File: config.mk
export PLATFORM = sky130hd
export DESIGN_NAME = tgdi_fifo
export DESIGN_NICKNAME = d
export VERILOG_FILES = /design/src/design/tgdi_fifo.sv
export SDC_FILE = /design/constraint.sdc
export NUM_CORES = 1
export LEC_CHECK = 0
export ABC_CLOCK_PERIOD_IN_PS = 1800
export BUFFER_PORTS_ARGS = -buffer_cell sky130_fd_sc_hd__clkbuf_2
export CORE_MARGIN = 8
export CORE_UTILIZATION = 48
export DETAILED_ROUTE_END_ITERATION = 16
export HOLD_SLACK_MARGIN = 0.1
export PLACE_DENSITY_LB_ADDON = 0.2
export SYNTH_ARGS = -nofsm -noshare
export SYNTH_HDL_FRONTEND = slang
export SYNTH_SLANG_ARGS = --single-unit
File: constraint.sdc
create_clock -name clk -period 1.8 [get_ports clk]
set_input_delay 0.09 -clock clk [delete_from_list [all_inputs] [get_ports clk]]
set_output_delay 0.09 -clock clk [all_outputs]
set_load 0.01 [all_outputs]
File: src/design/tgdi_fifo.sv
`timescale 1ns / 1ps
// ----------------------------------------------------------------------------
// TSC grid: small register queue
// Holds a few words between two sides that stall independently.
// ----------------------------------------------------------------------------
module tgdi_fifo #(
	parameter int W     = 8,
	parameter int DEPTH = 2
) (
	input  logic         clk,
	input  logic         arst_n,
	input  logic         wr,
	input  logic [W-1:0] wdata,
	output logic         full,
	input  logic         rd,
	output logic [W-1:0] rdata,
	output logic         empty
);
	localparam int PW = (DEPTH > 1) ? $clog2(DEPTH) : 1;
	localparam logic [PW:0] DEPTH_V = (PW+1)'(DEPTH);
	localparam logic [PW-1:0] LAST_V = PW'(DEPTH - 1);

	logic [W-1:0]  store_q [DEPTH];
	logic [PW-1:0] wptr_q, rptr_q;
	logic [PW:0]   cnt_q;
	logic          do_wr, do_rd;

	assign full  = (cnt_q == DEPTH_V);
	assign empty = (cnt_q == '0);
	assign rdata = store_q[rptr_q];
	assign do_wr = wr && !full;
	assign do_rd = rd && !empty;

	// Pointers and fill count.
	always_ff @(posedge clk or negedge arst_n) begin
		if (!arst_n) begin
			wptr_q <= '0;
			rptr_q <= '0;
			cnt_q  <= '0;
		end else begin
			if (do_wr) wptr_q <= (wptr_q == LAST_V) ? '0 : wptr_q + 1'b1;
			if (do_rd) rptr_q <= (rptr_q == LAST_V) ? '0 : rptr_q + 1'b1;
			if (do_wr && !do_rd) cnt_q <= cnt_q + 1'b1;
			else if (do_rd && !do_wr) cnt_q <= cnt_q - 1'b1;
		end
	end

	// Storage.
	always_ff @(posedge clk) begin
		if (do_wr) store_q[wptr_q] <= wdata;
	end

endmodule

## Word level (Yosys, flattened, before mapping)

Memory sizes are Yosys's and may differ from the RTL's.
Index checks and enable logic that the tools add are counted.

| cells by class | value |
|---|---|
| shift-type cells | 0 |
| divide/modulo/power cells | 0 |
| add/subtract/negate cells | 4 |
| multipliers | 0 |
| equal/unequal tests | 1 |
| mux-type cells | 6 |
| reductions and logical operators | 10 |
| bitwise logic cells | 0 |
| $lt $le $gt $ge | 0 |

Operators by type and width:

| cell | count |
|---|---|
| $logic_and 1x1->1 | 4 |
| $logic_not 1->1 | 4 |
| $mux 1 | 4 |
| $mux 2 | 2 |
| $add 1x1->1 const B | 2 |
| $add 2x1->2 const B | 1 |
| $eq 2x2->1 const B | 1 |
| $logic_not 2->1 | 1 |
| $reduce_bool 2->1 | 1 |
| $sub 2x1->2 const B | 1 |

| storage, ports and cells | value |
|---|---|
| RAM bits | 16 |
| memories | 1 |
| latch bits | 0 |
| word-level logic and storage cells | 25 |
| bits in read-only memories | 0 |
| register bits after elaboration | 4 |
| bits of input ports | 12 |

Memories:

| name | depth | width | rd ports | clocked after Yosys merged registers in | write ports | RTL line | RTL |
|---|---|---|---|---|---|---|---|
| store_q | 2 | 8 | 1 | 0 | 1 | 23 | `logic [W-1:0] store_q [DEPTH];` |

## Depth between registers and ports, before layout

| depth | value |
|---|---|
| word-level depth | 7 |
| depth in mapped cells | 7 |
| gate-level depth less buffers | 7 |

## Worst setup path before layout

No wires, ideal clock.

| path | value |
|---|---|
| kind | register -> register |
| start point | register cnt_q[0] |
| end point | memory store_q[0][0] (enable) |
| data required time | 1430 ps |
| setup time | 370 ps |
| arrival | 1022 ps |
| setup slack | 408 ps |
| path buffers | 0 |
| stages on the path, launching flop included | 4 |
| clock period less this slack | 1392 ps |
| cell sequence | dfrtp_1 > nand2b_1 > nand2_2 > nor2_1 |

| between the ends | value |
|---|---|
| word-level cells in the longest chain between the ends | 5 |

RTL lines:

| item | RTL line | RTL |
|---|---|---|
| start: declaration | 25 | `logic [PW:0] cnt_q;` |
| start signal: assignment | 43 | `if (do_wr && !do_rd) cnt_q <= cnt_q + 1'b1;` |
| start signal: assignment | 44 | `else if (do_rd && !do_wr) cnt_q <= cnt_q - 1'b1;` |
| $eq 2x2->1 | 28 | `assign full = (cnt_q == DEPTH_V);` |
| $logic_not 1->1 | 31 | `assign do_wr = wr && !full;` |
| $logic_and 1x1->1 | 31 |  |
| $mux 1 | 50 | `if (do_wr) store_q[wptr_q] <= wdata;` |
| $mux 1 (not written as such) | 50 |  |
| end: declaration | 23 |  |

No other way between the ends.

## Worst setup path in the final report

| path | value |
|---|---|
| start point | register rptr_q |
| end point | output rdata[4] |

| between the ends | value |
|---|---|
| word-level cells in the longest chain between the ends | 1 |

RTL lines:

| item | RTL line | RTL |
|---|---|---|
| start: declaration | 24 | `logic [PW-1:0] wptr_q, rptr_q;` |
| start signal: assignment | 42 | `if (do_rd) rptr_q <= (rptr_q == LAST_V) ? '0 : rptr_q + 1'b1;` |
| $mem_v2 2x8 | -- |  |
| end: declaration | 16 | `output logic [W-1:0] rdata,` |

No other way between the ends.

==> metrics.md <==
| Metric | Value |
|---|---|
| Slew Limit Headroom | 73.3% |
| Number of inserted diodes | 0 |
| Reg2reg end | cnt_q[1]$_DFFE_PN0P_ |
| Share of cells above drive strength 1 | 37.5% |
| CP Data Arrival Time | 1.41 ns |
| Io pins | 22 |
| Setup crit start | rptr_q$_DFFE_PN0P_ |
| Tcrit/Tclk final | 83.2% |
| Most frequent cells in the layout | clkbuf_2 (21), edfxtp_1 (16), dlygate4sd3_1 (10), mux2_1 (6), dfrtp_1 (4) |
| Fmax | 668 MHz |
| Pint | 1.00 mW |
| Final setup fails | 0 |
| Hold Crit Class | in -> reg |
| Biggest area consumer among synthesized cells | edfxtp_1 |
| DP Area | 917 um2 |
| Max Cap Viol | 0 |
| Warnings from Yosys | 0 |
| Slowest cell on the critical path | dfrtp_1 |
| CTS root buf | clkbuf_4 |
| Final HPWL DP | 951 um |
| Cell chain of the critical path | mux2_1 -> clkbuf_2 |
| CP endpoint | rdata[4] |
| Final Hold Fails | 0 |
| Row count | 14 |
| Netlist Area Pre-Place | 782 um2 |
| Slew @ Worst Pin | 0.400 ns |
| Crit Path Class | reg -> out |
| Share of the synthesized area in the top cell type | 61.4% |
| CTS Sinks | 20 |
| Global-route wire length before repair | 2240 um |
| Skew final | 0.00323 ns |
| Die extent in x | 56.4 um |
| Power per cell area | 1410 nW/um2 |
| Clock share of power | 14.2% |
| Cts bufs inserted | 3 |
| Sequential cell area fraction in the yosys report | 74.2% |
| Post-CTS sizing | 0 |
| Via count | 472 |
| Layout area overhead | 33.4% |
| Vias/cell | 4.92 |
| RePlAce Congestion | 0.677 |
| Slew Viols, Final | 0 |
| Commonest non-fill, non-tap cell in the layout | clkbuf_2 |
| DR pass1 iterations | 3 |
| Worst EP required | 1.71 ns |
| Htree depth | 1 |
| Worst-path fanout max | 9 |
| CP Launch Type | flip-flop |
| Unrepaired setup endpoints after global routing | no |
| First DRT Iteration DRCs | 2 |
| Total GRT Usage | 8.78% |
| Synth Instances | 44 |
| Switching share of power | 32.0% |
| Port buffer count | 21 |
| P_leak | 0.445 nW |
| Worst skew pair latency | 0.29 ns |
| Setup TNS | 0 ns |
| Worst vdd ir | 0.811 mV |
| Placed instance count | 82 |
| CTS Buffer Depth | 2 |
| Initial antenna violation count | 0 |
| #FFs+latches synth | 20 |
| Setup Fix Bufs, Post-CTS | 0 |
| Post-Layout Cell Count | 96 |
| Worst R2R Path Depth | 6 |
| Initial Util | 51.3% |
| Worst setup EP type | primary output |
| Vias in the first global route | 543 |
| CTS tree | built |
| Antenna Violating Nets Remaining | 0 |
| WL/cell | 13.3 um |
| Sequential Power Share | 50.7% |
| Post-route design area | 1040 um2 |
| Max incr delay on CP | 0.60 ns |
| DIE AREA | 3180 um2 |
| Gr ovfl total | 0 |
| Top cells by area, synth | edfxtp_1 (61%), dfrtp_1 (13%), mux2_1 (8.6%) |
| Die Y | 56.4 um |
| Total power | 1.47 mW |
| Core region area | 1520 um2 |
| Avg Synthesized Cell Area | 17.8 um2 |
| Switch Pwr | 0.472 mW |
| Status | completed |
| Largest net degree at the start of global routing | 12 |
| Post-Route WL | 1280 um |
| DRC Markers | 0 |
| Tmin final | 1.50 ns |
| Fin util | 68.5% |
| Logic pwr share | 35.0% |
| R2R Setup Slk | 0.32 ns |
| Syn Nets | 57 |
| RR Startpoint | cnt_q[0]$_DFFE_PN0P_ |
| Yosys cell types | 15 |
| Reg clk slew, reported paths | 0.10 ns |
| Fin nets | 94 |
## how the worst min path moves through the flow
stage                      start                    to  cells past startpoint
after floorplan           arst_n  cnt_q[0]$_DFFE_PN0P_                      0
after global placement    arst_n  cnt_q[1]$_DFFE_PN0P_                      1
after detailed placement  arst_n  cnt_q[0]$_DFFE_PN0P_                      1
after CTS                     rd    rptr_q$_DFFE_PN0P_                      3
after global routing      arst_n    rptr_q$_DFFE_PN0P_                      2
final                         rd    rptr_q$_DFFE_PN0P_                      3
## cell usage after synthesis
| master | number |
|---|---|
| dfrtp_1 | 4 |
| xnor2_2 | 1 |
| edfxtp_1 | 16 |
| nand2b_1 | 1 |
| buf_2 | 1 |
| nand2_2 | 1 |
| mux2_1 | 6 |
| and3_1 | 1 |
| o21ai_1 | 1 |
| xnor2_1 | 2 |
| xor2_1 | 2 |
| inv_1 | 2 |
| nor2_1 | 3 |
| ha_1 | 1 |
| mux2_2 | 2 |
## critical path: cells and delay by family, from the launching register on
| family | cells | cell delay, ns |
|---|---|---|
| mux | 1 | 0.38 |
| flops | 1 | 0.60 |
| buf+inv | 1 | 0.14 |
## layout make-up
type	instances	area, um2
Sequential cell	20	581
Fill cell	116	480
Inverter	2	7.51
Clock buffer	4	26.3
Multi-Input combinational cell	21	189
Timing Repair Buffer	33	220
Tap cell	16	20.0
## registers in the layout, indices dropped and copies added (netlist names)
register / flops
wptr_q: 1
store_q: 16
rptr_q: 1
cnt_q: 2
## power groups by stage
| stage | logic [mW] | clock network, mW | registers (mW) |
|---|---|---|---|
| after floorplan | 0.365 | 0 | 0.705 |
| after global placement | 0.496 | 0 | 0.755 |
| after detailed placement | 0.506 | 0 | 0.761 |
| after CTS | 0.525 | 0.216 | 0.753 |
| after global routing | 0.575 | 0.232 | 0.768 |
| final | 0.516 | 0.210 | 0.747 |
## layer usage
metal	vias up	GRT usage [%]	share of wire, %
met1	230	8.65	39
li1	230	-	-
met5	-	0	0
met3	0	3.82	5.7
met2	12	15.8	55
met4	0	3.09	0
## timing repair
| action | in CTS | in global routing |
|---|---|---|
| endpoints found under the setup margin | 0 | 0 |
| hold endpoints to repair | 21 | 0 |
| hold buffers | 10 | 0 |
## metrics by stage
step	hold slack, ns	worst slack [ns]
4_1_cts	0.101	0.284
5_1_grt	0.123	0.175
6_report	0.113	0.303
3_5_place_dp	-0.0995	0.315
3_3_place_gp	-0.0982	0.378
2_1_floorplan	-0.206	0.408
## cell families after synthesis
group | count (synthesis) | synth area share (%)
AOI/OAI and AO/OA | 1 | 0.639
xor gates and xnor gates | 5 | 6.56
adders and majority gates | 1 | 1.60
buffers and inverters | 3 | 1.60
DFF | 20 | 74.2
muxes | 8 | 11.5
and+or+nand+nor | 6 | 3.84
(Power assumes the default switching activity.)
